--- config.mk ---
export PLATFORM = sky130hd
export DESIGN_NAME = pcbp_out_fifo
export DESIGN_NICKNAME = d
export VERILOG_FILES = /design/src/rtl/core/pcbp_pkg.sv /design/src/rtl/core/pcbp_out_fifo.sv
export VERILOG_INCLUDE_DIRS = /design/src /design/src/rtl/core
export SDC_FILE = /design/constraint.sdc
export NUM_CORES = 1
export LEC_CHECK = 0
export ABC_AREA = 1
export BUFFER_PORTS_ARGS = -buffer_cell sky130_fd_sc_hd__buf_2
export CAP_MARGIN = 20
export CORE_MARGIN = 8
export CORE_UTILIZATION = 55
export DETAILED_ROUTE_END_ITERATION = 7
export PLACE_DENSITY = 0.79
export SYNTH_ARGS = -nofsm -noshare
export SYNTH_HDL_FRONTEND = slang
export SYNTH_SLANG_ARGS = --single-unit
--- constraint.sdc ---
create_clock -name clk -period 4.1 [get_ports clk]
set_input_delay 0.205 -clock clk [delete_from_list [all_inputs] [get_ports clk]]
set_output_delay 0.205 -clock clk [all_outputs]
set_load 0.1 [all_outputs]
--- src/rtl/core/prefix_code_bit_packer_top_assert.svh ---
// ----------------------------------------------------------------------------
// Assertion macros for the prefix code bit packer
// Shared clocking and reset handling for the concurrent checks in the core.
// ----------------------------------------------------------------------------
`ifndef PREFIX_CODE_BIT_PACKER_TOP_ASSERT_SVH
`define PREFIX_CODE_BIT_PACKER_TOP_ASSERT_SVH

// The condition must never be true at a clock edge outside reset.
`define PCBP_ASSERT_NEVER(lbl, expr, msg) \
	lbl: assert property (@(posedge clk) disable iff (!arst_n) !(expr)) \
		else $error(msg);

// When the first condition holds, the second must hold in the next cycle.
`define PCBP_ASSERT_NEXT(lbl, ante, cons, msg) \
	lbl: assert property (@(posedge clk) disable iff (!arst_n) (ante) |=> (cons)) \
		else $error(msg);

`endif

--- src/rtl/core/pcbp_pkg.sv ---
// ----------------------------------------------------------------------------
// Prefix code bit packer package
// Widths, operation codes and shared types of the packer core.
// ----------------------------------------------------------------------------
package pcbp_pkg;

	// Table and accumulator sizes.
	localparam int SYMBOL_COUNT = 256;
	localparam int WORD_BITS    = 64;

	// Fixed widths of the item fields.
	localparam int OP_BITS         = 2;
	localparam int SYM_BITS        = 8;
	localparam int CODE_FIELD_BITS = 64;
	localparam int LEN_BITS        = 7;
	localparam int WORD_FIELD_BITS = 64;

	// Derived widths.
	localparam int ADDR_BITS     = (SYMBOL_COUNT > 1) ? $clog2(SYMBOL_COUNT) : 1;
	localparam int HELD_BITS     = $clog2(WORD_BITS + 1);
	localparam int IN_DATA_BITS  = ((SYM_BITS + CODE_FIELD_BITS + LEN_BITS + 7) / 8) * 8;
	localparam int OUT_DATA_BITS = ((WORD_FIELD_BITS + 7) / 8) * 8;

	// Output queue depth and its counter width.
	localparam int OUT_DEPTH = 3;
	localparam int PTR_BITS  = $clog2(OUT_DEPTH);
	localparam int CNT_BITS  = $clog2(OUT_DEPTH + 1);

	typedef enum logic [OP_BITS-1:0] {
		OP_LOAD   = 2'd0,
		OP_ENCODE = 2'd1,
		OP_FLUSH  = 2'd2
	} op_t;

	// Control of the item that moves into the packing stage.
	typedef struct packed {
		logic valid;
		op_t  op;
	} stage_ctrl_t;

	// One result item.
	typedef struct packed {
		logic [WORD_BITS-1:0] word;
		logic                 is_final;
	} result_t;

	// Ones in the n lowest bits; all ones when n reaches the word width.
	function automatic logic [WORD_BITS-1:0] low_mask(input logic [HELD_BITS-1:0] n);
		logic [WORD_BITS-1:0] ones;
		ones = '1;
		return ~(ones << n);
	endfunction

endpackage

--- src/rtl/core/pcbp_out_fifo.sv ---
// ----------------------------------------------------------------------------
// Output queue
// Small register queue that takes result items from the packing stage and
// presents them on the master side.
// ----------------------------------------------------------------------------
`include "prefix_code_bit_packer_top_assert.svh"

module pcbp_out_fifo (
	input  logic                          clk,
	input  logic                          arst_n,
	input  logic                          wr_en,
	input  pcbp_pkg::result_t             wr_data,
	input  logic                          rd_en,
	output pcbp_pkg::result_t             rd_data,
	output logic                          not_empty,
	output logic [pcbp_pkg::CNT_BITS-1:0] count
);

	localparam int PB = pcbp_pkg::PTR_BITS;
	localparam int CB = pcbp_pkg::CNT_BITS;

	pcbp_pkg::result_t entry_q [pcbp_pkg::OUT_DEPTH];
	logic [PB-1:0]     wr_ptr_q;
	logic [PB-1:0]     rd_ptr_q;
	logic [CB-1:0]     count_q;

	function automatic logic [PB-1:0] ptr_next(input logic [PB-1:0] p);
		return (p == PB'(pcbp_pkg::OUT_DEPTH - 1)) ? '0 : p + PB'(1);
	endfunction

	// Entry storage.
	always_ff @(posedge clk) begin
		if (wr_en) begin
			entry_q[wr_ptr_q] <= wr_data;
		end
	end

	// Pointers and fill count.
	always_ff @(posedge clk or negedge arst_n) begin
		if (!arst_n) begin
			wr_ptr_q <= '0;
			rd_ptr_q <= '0;
			count_q  <= '0;
		end else begin
			if (wr_en) begin
				wr_ptr_q <= ptr_next(wr_ptr_q);
			end
			if (rd_en) begin
				rd_ptr_q <= ptr_next(rd_ptr_q);
			end
			if (wr_en && !rd_en) begin
				count_q <= count_q + CB'(1);
			end else if (rd_en && !wr_en) begin
				count_q <= count_q - CB'(1);
			end
		end
	end

	assign rd_data   = entry_q[rd_ptr_q];
	assign not_empty = count_q != '0;
	assign count     = count_q;

	`PCBP_ASSERT_NEVER(no_overflow, wr_en && !rd_en && (count_q == CB'(pcbp_pkg::OUT_DEPTH)), "write to full output queue")
	`PCBP_ASSERT_NEXT(count_up, wr_en && !rd_en, count_q == $past(count_q) + CB'(1), "fill count did not rise")

endmodule

==> results of run 1 <==
## per-layer routing
layer	track usage, %	vias up	routed length, microns
met1	21.2	2250	6210
met2	31.9	209	8180
met5	0	-	0
met3	4.73	44	1280
met4	7.34	0	515
li1	-	2230	-
## registers in the layout (all words and copies together), names as in the netlist
| register | cells |
|---|---|
| rd_ptr_q | 2 |
| wr_ptr_q | 2 |
| entry_q | 195 |
| count | 2 |
## worst max-delay path by stage
stage / startpoint / end / slack [ps]
6_report: rd_ptr_q[1] / rd_data[58] / 1140
4_1_cts: rd_ptr_q[1] / rd_data[58] / 1110
3_5_place_dp: rd_ptr_q[1] / rd_data[46] / 1650
3_3_place_gp: rd_ptr_q[1] / rd_data[52] / 1660
5_1_grt: rd_ptr_q[1] / rd_data[58] / 990
2_1_floorplan: wr_ptr_q[0] / entry_q[2][0] / 390
## area by class of cell
class,instances,area (sq um),area share (%)
repair buffers,211,1440,15.1
clock buffers,28,552,5.79
well taps,176,220,2.31
inverters,10,37.5,0.394
clock inverters,8,85.1,0.893
flip-flops and latches,201,6010,63.0
multi-input cells,282,1190,12.4
diodes,1,2.50,0.0263
## cell families after synthesis
| group | after synthesis | share of synthesized area (%) |
|---|---|---|
| AOI/OAI and AO/OA | 3 | 0.205 |
| xor gates and xnor gates | 1 | 0.120 |
| buffers and inverters | 31 | 2.12 |
| DFF | 201 | 82.0 |
| and+or+nand+nor | 277 | 15.4 |
| adders and majority gates | 1 | 0.171 |
## through the flow
| step | cells | util, % | worst slack, ps | hold WS (ps) |
|---|---|---|---|---|
| 5_1_grt | 917 | 72.5 | 989 | 104 |
| 3_5_place_dp | 812 | 62.5 | 1650 | 45.1 |
| 6_report | 917 | 72.5 | 1140 | 106 |
| 3_3_place_gp | 812 | 62.5 | 1660 | 43.5 |
| 2_1_floorplan | 514 | - | 390 | -90.6 |
| 4_1_cts | 916 | 72.5 | 1110 | 80.8 |
## layout by cell type (no fill, tap or decap)
| master | count |
|---|---|
| buf_12 | 2 |
| buf_2 | 136 |
| buf_4 | 5 |
| bufinv_16 | 2 |
| clkbuf_1 | 7 |
| clkbuf_16 | 21 |
| clkinv_1 | 4 |
| clkinv_2 | 2 |
| dfrtp_1 | 5 |
| dfrtp_2 | 1 |
| diode_2 | 1 |
| dlygate4sd3_1 | 68 |
| edfxtp_1 | 195 |
| ha_1 | 1 |
| inv_1 | 8 |
| inv_2 | 2 |
| nand2_1 | 205 |
| nand3_1 | 68 |
| nand4_1 | 1 |
| nor2_4 | 3 |
| o21ai_0 | 3 |
| xnor2_1 | 1 |
## repair_timing
item / 4_1_cts / 5_1_grt
buffers inserted: 0 / 0
hold buffers: 68 / 0
endpoints found under the hold margin: 205 / 0
==> results.toml, run 1 <==
[timing]
drv_slew = 0
max_freq_ghz = 0.337
slew_headroom_pct = 39.8
final-setup-viol-count = 0
worst_pin_slew_ps = 901
hold_viol_final = 0
setup_tns_ps = 0
post-route-period-util_pct = 72.3
rsz0062_at_grt = "no"
period_needed_ps = 2960
finClkSkew_ps = 8.53

[clocking]
cts_made_buffers = 20
cts_root_buf = "clkbuf_16"
worstSkewPairLatency_ps = 470
cts_tree = "built"
clkTransAtPathRegs_ps = 60
postCtsResizedCells = 0
clockBufferDepth = 3
cts_max_level = 1
cts.sinks = 201

[critical_path]
critPathBufInv = 2
r2r_cells = 4
r2r_end = "entry_q[1][35]"
start_kind = "flop"
crit_cells = 5
critPathCaptureType = "output pin"
slowest_stage = "nor2_4"
cp_cell_sequence = "nor2_4, buf_12, nand2_1, nand3_1, buf_2"
path_max_fanout = 35
critPathTopFamily = "simple AND/OR/NAND/NOR gates"
cp.arrival_ps = 2760
worstSetupPathType = "flop to output pin"
max_stage_delay_ps = 750
reg2reg_from = "wr_ptr_q[1]"
r2r_slack_ps = 1990
worstPathRequired_ps = 3890

[synthesis]
yosysUniqueCellTypes = 14
yosysMostFrequentCell = "nand2_1"
syn_nets = 584
synth_common_cells = "nand2_1 (205), edfxtp_1 (195), nand3_1 (68)"
netlist_instances = 514
synth-edff-count = 195
postSynthAreaPerCell_sq_um = 14.3
yosysWarnings = 0
ys_seq_elements = 201
synth_top_area_share_pct = 79.9
yosys.area.top_type = "edfxtp_1"
synth.top_cells.by_area = "edfxtp_1 (80%), nand2_1 (11%), nand3_1 (4.6%), dfrtp_1 (2.0%), buf_4 (0.72%)"
ys_async_sr_fraction_pct = 2.99
syn-cell-area_sq_um = 7330
ys.flop_type = "edfxtp_1"
yosysSeqAreaShare_pct = 82.0

[place]
place_hpwl_mm = 9.65
placed_area_sq_um = 8210
finalWeightedCongestion = 0.730
io_buffers = 136

[die]
row_count = 42
chipHeight_microns = 131
dieArea_sq_um = 17300
start_util_pct = 55.8
pin_count = 137
chipWidth_microns = 131
core_region_area_sq_um = 13100

[finish]
area_delta_synth_final_pct = 30.1
fill_cells = 861
drive_above_1_share_pct = 23.5
final_cell_area_sq_um = 9530
final_nets = 796

[route]
via_per_inst = 5.16
vias = 4733
drc = 0
dr.pass1.iters = 4
drt_wl_total_mm = 16.2
antenna_left = 0
drtIter0Drc = 295
wl_per_cell_microns = 17.7

[job]
drv_cap = 0

[status]
status = "finished, final reports clean"

[global_route]
track_usage_pct = 18.3
grt_max_degree = 50
grt_first_pass_wirelength_mm = 25.6
first_global_vias = 5148
antenna_found_initial = 1
grt-ovfl-total = 0

[hold_path]
min-delay-path-class = "input port to async pin"
Power of run 1 is left out: the tool's default activity adds up to more than one toggle a clock period on the data nets, which glitch-free logic cannot reach.
==> run 2: changes to the inputs <==
--- a/config.mk
+++ b/config.mk
@@ -6,13 +6,13 @@
 export SDC_FILE = /design/constraint.sdc
 export NUM_CORES = 1
 export LEC_CHECK = 0
-export ABC_AREA = 1
+export ABC_AREA = 0
 export BUFFER_PORTS_ARGS = -buffer_cell sky130_fd_sc_hd__buf_2
 export CAP_MARGIN = 20
 export CORE_MARGIN = 8
-export CORE_UTILIZATION = 55
+export CORE_UTILIZATION = 50
 export DETAILED_ROUTE_END_ITERATION = 7
-export PLACE_DENSITY = 0.79
+export PLACE_DENSITY = 0.76
 export SYNTH_ARGS = -nofsm -noshare
 export SYNTH_HDL_FRONTEND = slang
 export SYNTH_SLANG_ARGS = --single-unit
==> constraint.sdc (replaced) <==
create_clock -name clk -period 2.55 [get_ports clk]
set_input_delay 0.1275 -clock clk [delete_from_list [all_inputs] [get_ports clk]]
set_output_delay 0.1275 -clock clk [all_outputs]
set_load 0.1 [all_outputs]
==> results.toml, run 2 <==
[critical_path]
crit_cells = 4
start_kind = "flop"
cp_cell_sequence = "buf_4, nand2_1, o21ai_1, buf_2"
path_max_fanout = 42
critPathBufInv = 2
worstSetupStartpoint = "rd_ptr_q[1]"
slowest_stage = "dfrtp_4"
max_stage_delay_ps = 700
r2r_slack_ps = 770
critPathCaptureType = "output pin"
worstSetupPathType = "flop to output pin"
cp.arrival_ps = 2250
reg2reg_from = "wr_ptr_q[0]"
r2r_end = "entry_q[1][39]"
worstPathRequired_ps = 2420
critPathTopFamily = "buffers and inverters"
crit_end = "rd_data[61]"
r2r_cells = 3

[timing]
rsz0062_at_grt = "no"
final-setup-viol-count = 0
finClkSkew_ps = 10.3
post-route-period-util_pct = 93.1
slew_headroom_pct = 65.8
period_needed_ps = 2370
drv_slew = 0
max_freq_ghz = 0.421
worst_pin_slew_ps = 512
hold_viol_final = 0

[route]
drt_wl_total_mm = 14.9
antenna_left = 0
dr.pass1.iters = 4
wl_per_cell_microns = 17.5
via_per_inst = 5.05
drc = 0
vias = 4284
drtIter0Drc = 342

[synthesis]
syn-cell-area_sq_um = 7510
synth_top_area_share_pct = 78.0
yosysSeqAreaShare_pct = 80.0
synth_common_cells = "edfxtp_1 (195), nand2_1 (67), mux2i_1 (66)"
yosysUniqueCellTypes = 22
netlist_instances = 437
ys.flop_type = "edfxtp_1"
synth-edff-count = 195
yosysWarnings = 0
yosys.area.top_type = "edfxtp_1"
ys_async_sr_fraction_pct = 2.99
ys_seq_elements = 201
yosysMostFrequentCell = "edfxtp_1"
synth.top_cells.by_area = "edfxtp_1 (78%), mux2i_1 (8.8%), nand2_1 (3.3%), o21ai_1 (2.7%), dfrtp_1 (2.0%)"
postSynthAreaPerCell_sq_um = 17.2
syn_nets = 507

[hold_path]
min-delay-path-class = "input port to async pin"

[clocking]
cts_tree = "built"
clockBufferDepth = 3
cts_root_buf = "clkbuf_16"
cts_max_level = 1
worstSkewPairLatency_ps = 480
clkTransAtPathRegs_ps = 60
cts.sinks = 201
cts_made_buffers = 21
post-cts-setup-buffers = 0

[place]
placed_area_sq_um = 8410
io_buffers = 136
finalWeightedCongestion = 0.745
place_inst = 745
place_hpwl_mm = 8.88

[finish]
final_nets = 721
final_cell_area_sq_um = 9670
largest-register = "entry_q"
final_cell_mix = "edfxtp_1 (195), buf_2 (136), nand2_1 (67), dlygate4sd3_1 (67)"
final_cells = 849
fill_cells = 972
area_delta_synth_final_pct = 28.8
largest_reg_flops = 195
fin_util_pct = 66.3
multi_input_area_sq_um = 1360
seqCellArea_sq_um = 6010
drive_above_1_share_pct = 27.1
final_common_cell = "edfxtp_1"

[power]
p_per_area_nw_per_um2 = 1200
p_leak_nw = 3.66
ir_drop_uv = 1610
total_power_mw = 11.6

[job]
drv_cap = 0

[global_route]
globalRouteMet1Util_pct = 17.5
grt-ovfl-total = 0
met3_usage_pct = 3.80
grt_first_pass_wirelength_mm = 23.6
grt.busiest_layer = "met2"
track_usage_pct = 15.1
first_global_vias = 4591
grt_max_degree = 67
antenna_found_initial = 2
grt_use_met2_pct = 26.5

[die]
core_region_area_sq_um = 14600
chipWidth_microns = 139
row_count = 44
start_util_pct = 51.5
dieArea_sq_um = 19200
pin_count = 137
chipHeight_microns = 139

[status]
status = "finished, final reports clean"
-- run 2: routing by layer --
layer / wire length (microns) / share of wire, % / up-vias
met5: 0 / 0 / -
met4: 333 / 2.2 / 0
met3: 956 / 6.4 / 27
met2: 7640 / 51 / 150
met1: 5930 / 40 / 2032
li1: - / - / 2075
-- run 2: per-stage QoR --
| step | hold slack, ps | setup slack, ps | TNS, ps |
|---|---|---|---|
| 6_report | 14.6 | 176 | 0 |
| 5_1_grt | 11.3 | 2.44 | 0 |
| 4_1_cts | 0.772 | 175 | 0 |
| 3_5_place_dp | -29.7 | 695 | 0 |
| 3_3_place_gp | -38.0 | 750 | 0 |
| 2_1_floorplan | -168 | -921 | -122410 |
-- run 2: how the worst min path moves through the flow --
stage	slack, ps	startpoint	to
final	10	arst_n	count[1]
after detailed placement	-30	arst_n	count[1]
after floorplan	-170	arst_n	count[0]
after global placement	-40	arst_n	count[1]
after global routing	10	arst_n	count[1]
after CTS	0.8	arst_n	count[1]
-- run 2: cell type report --
class	count	area share (%)
sequential	201	62.2
timing repair buffer	213	15.1
multi-input combinational	211	14.1
clock buffer	23	5.51
tap	184	2.38
clock inverter	12	0.556
inverter	3	0.116
antenna	2	0.0518
-- run 2: power breakdown --
group          leakage, nW  internal, mW  switching [mW]
Combinational         1.49         0.768            3.75
Clock                0.296          1.49            1.12
Sequential            1.87          4.24           0.194
-- run 2: logic make-up (layout without fill, tap and decap cells) --
family | count (synthesis) | in the layout | synth area share, %
other | 0 | 2 | 0
XOR/XNOR | 3 | 3 | 0.350
adder cells (fa/ha/maj) | 1 | 1 | 0.167
AND/OR/NAND/NOR | 73 | 73 | 3.78
AO/OA/AOI/OAI | 68 | 68 | 4.60
flip-flops | 201 | 201 | 80.0
multiplexers | 66 | 66 | 8.80
buffers and inverters | 25 | 251 | 2.33
-- run 2: what timing repair did --
| item | 4_1_cts | 5_1_grt |
|---|---|---|
| hold buffers | 67 | 0 |
| endpoints found under the hold margin | 203 | 0 |
| setup endpoints to repair | 0 | 0 |
| resized for setup | 0 | 0 |
No activity file was read; power rests on OpenSTA's default activity.
==> run 3: changes to the inputs <==
--- a/config.mk
+++ b/config.mk
@@ -6,7 +6,6 @@
 export SDC_FILE = /design/constraint.sdc
 export NUM_CORES = 1
 export LEC_CHECK = 0
-export ABC_AREA = 0
 export BUFFER_PORTS_ARGS = -buffer_cell sky130_fd_sc_hd__buf_2
 export CAP_MARGIN = 20
 export CORE_MARGIN = 8
==> constraint.sdc (replaced) <==
create_clock -name clk -period 2 [get_ports clk]
set_input_delay 0.1 -clock clk [delete_from_list [all_inputs] [get_ports clk]]
set_output_delay 0.1 -clock clk [all_outputs]
set_load 0.1 [all_outputs]
==> results.toml, run 3 (synthesis gave the netlist of run 2 again) <==
[critical_path]
worstSetupPathType = "flop to output pin"
crit_cells = 4
start_kind = "flop"
worstSetupStartpoint = "rd_ptr_q[1]"
worstPathRequired_ps = 1900
r2r_cells = 2
slowest_stage = "dfrtp_4"
cp.arrival_ps = 1780
cp_cell_sequence = "buf_12, nand2_1, o21ai_2, buf_12"
r2r_end = "entry_q[2][27]"
path_max_fanout = 46
cpMostUsedCell = "buf_12"
crit_end = "rd_data[54]"
reg2reg_from = "wr_ptr_q[0]"
critPathCaptureType = "output pin"
critPathBufInv = 2
critPathTopFamily = "flip-flops"
max_stage_delay_ps = 560
r2r_slack_ps = 570

[job]
drv_cap = 0

[place]
io_buffers = 136
finalWeightedCongestion = 0.737
post-place-ws_ps = 499
place_hpwl_mm = 9.70

[route]
drt_wl_total_mm = 16.7
wl_per_cell_microns = 19.6
via_per_inst = 5.24
top_layer = "met4"
antenna_left = 0
wl_met1_mm = 6.42
wl_met2_mm = 9.11
wl_met3_microns = 853
dr.pass1.iters = 4
vias = 4464
drc = 0
drtIter0Drc = 281

[clocking]
clockBufferDepth = 3
postCtsResizedCells = 0
cts_made_buffers = 20
cts_max_level = 1
cts.sinks = 201
clkTransAtPathRegs_ps = 60
worstSkewPairLatency_ps = 470
cts_tree = "built"
cts_root_buf = "clkbuf_16"

[global_route]
antenna_found_initial = 2
grt_max_degree = 67
first_global_vias = 4807
track_usage_pct = 16.9
grt_first_pass_wirelength_mm = 26.2
grt-ovfl-total = 0

[finish]
drive_above_1_share_pct = 37.7
fin_util_pct = 75.9
largest_reg_flops = 195
final_nets = 725
largest-register = "entry_q"
final_common_cell = "edfxtp_1"
final_cell_mix = "edfxtp_1 (195), buf_12 (74), buf_2 (71), dlygate4sd3_1 (69), nand2_1 (67)"
area_delta_synth_final_pct = 47.5

[power]
p_leak_nw = 4.15
power.switching_mw = 6.98
pwr-share-seq_pct = 32.9
p_int_mw = 10.2
total_power_mw = 17.2
p_per_area_nw_per_um2 = 1550
clockPowerShare_pct = 21.4
ir_drop_uv = 2000
swShare_pct = 40.7
pwr-share-comb_pct = 45.7

[die]
pin_count = 137
dieArea_sq_um = 19200
core_region_area_sq_um = 14600
chipWidth_microns = 139
row_count = 44
start_util_pct = 51.5
chipHeight_microns = 139

[timing]
slew_headroom_pct = 67.6
drv_slew = 0
worst_pin_slew_ps = 490
rsz0062_at_grt = "no"
post-route-period-util_pct = 94.0
max_freq_ghz = 0.532
hold_viol_final = 0
setup_slack_ps = 121
period_needed_ps = 1880
finClkSkew_ps = 7.07
final-setup-viol-count = 0
setup_tns_ps = 0

[status]
status = "finished, final reports clean"

[hold_path]
min-delay-path-class = "input port to flop"
run 3: area by class of cell:
| class | instances | area, sq um |
|---|---|---|
| fillers | 801 | 3510 |
| clock buffers | 26 | 564 |
| multi-input cells | 211 | 1600 |
| repair buffers | 218 | 2560 |
| well taps | 184 | 230 |
| clock inverters | 7 | 83.8 |
| diodes | 2 | 5.00 |
| inverters | 3 | 11.3 |
| flip-flops and latches | 201 | 6020 |
run 3: timing repair:
action,4_1_cts,5_1_grt
setup buffers,3,0
endpoints found under the setup margin,5,0
hold buffers,69,0
endpoints found under the hold margin,204,0
run 3: power groups by stage:
stage	registers [mW]	clock network, mW	logic [mW]
6_report	5.65	3.67	7.85
3_3_place_gp	5.72	0	7.64
5_1_grt	5.70	3.89	8.11
2_1_floorplan	5.81	0	4.97
3_5_place_dp	5.77	0	7.69
4_1_cts	5.65	3.73	7.89
run 3: per-layer routing:
metal,track usage [%],up-vias
li1,-,2100
met1,19.7,2213
met2,30.5,124
met3,3.42,27
met4,5.03,0
met5,0,-
run 3: worst min-delay path by stage:
stage	start	endpoint	slack, ps	cells after the start
floorplan	arst_n	count[0]	-200	0
global placement	arst_n	count[0]	-60	1
detailed placement	arst_n	count[1]	-50	1
CTS	wr_data[55]	entry_q[0][55]	340	2
global route	wr_data[26]	entry_q[2][26]	360	2
finish	wr_data[9]	entry_q[2][9]	360	2
run 3: metrics by stage:
stage | cells | area, sq um | hold slack [ps]
3_3_place_gp | 745 | 9700 | -55.8
4_1_cts | 850 | 11100 | 342
2_1_floorplan | 437 | 7790 | -196
6_report | 852 | 11100 | 360
3_5_place_dp | 745 | 9700 | -48.9
5_1_grt | 852 | 11100 | 362
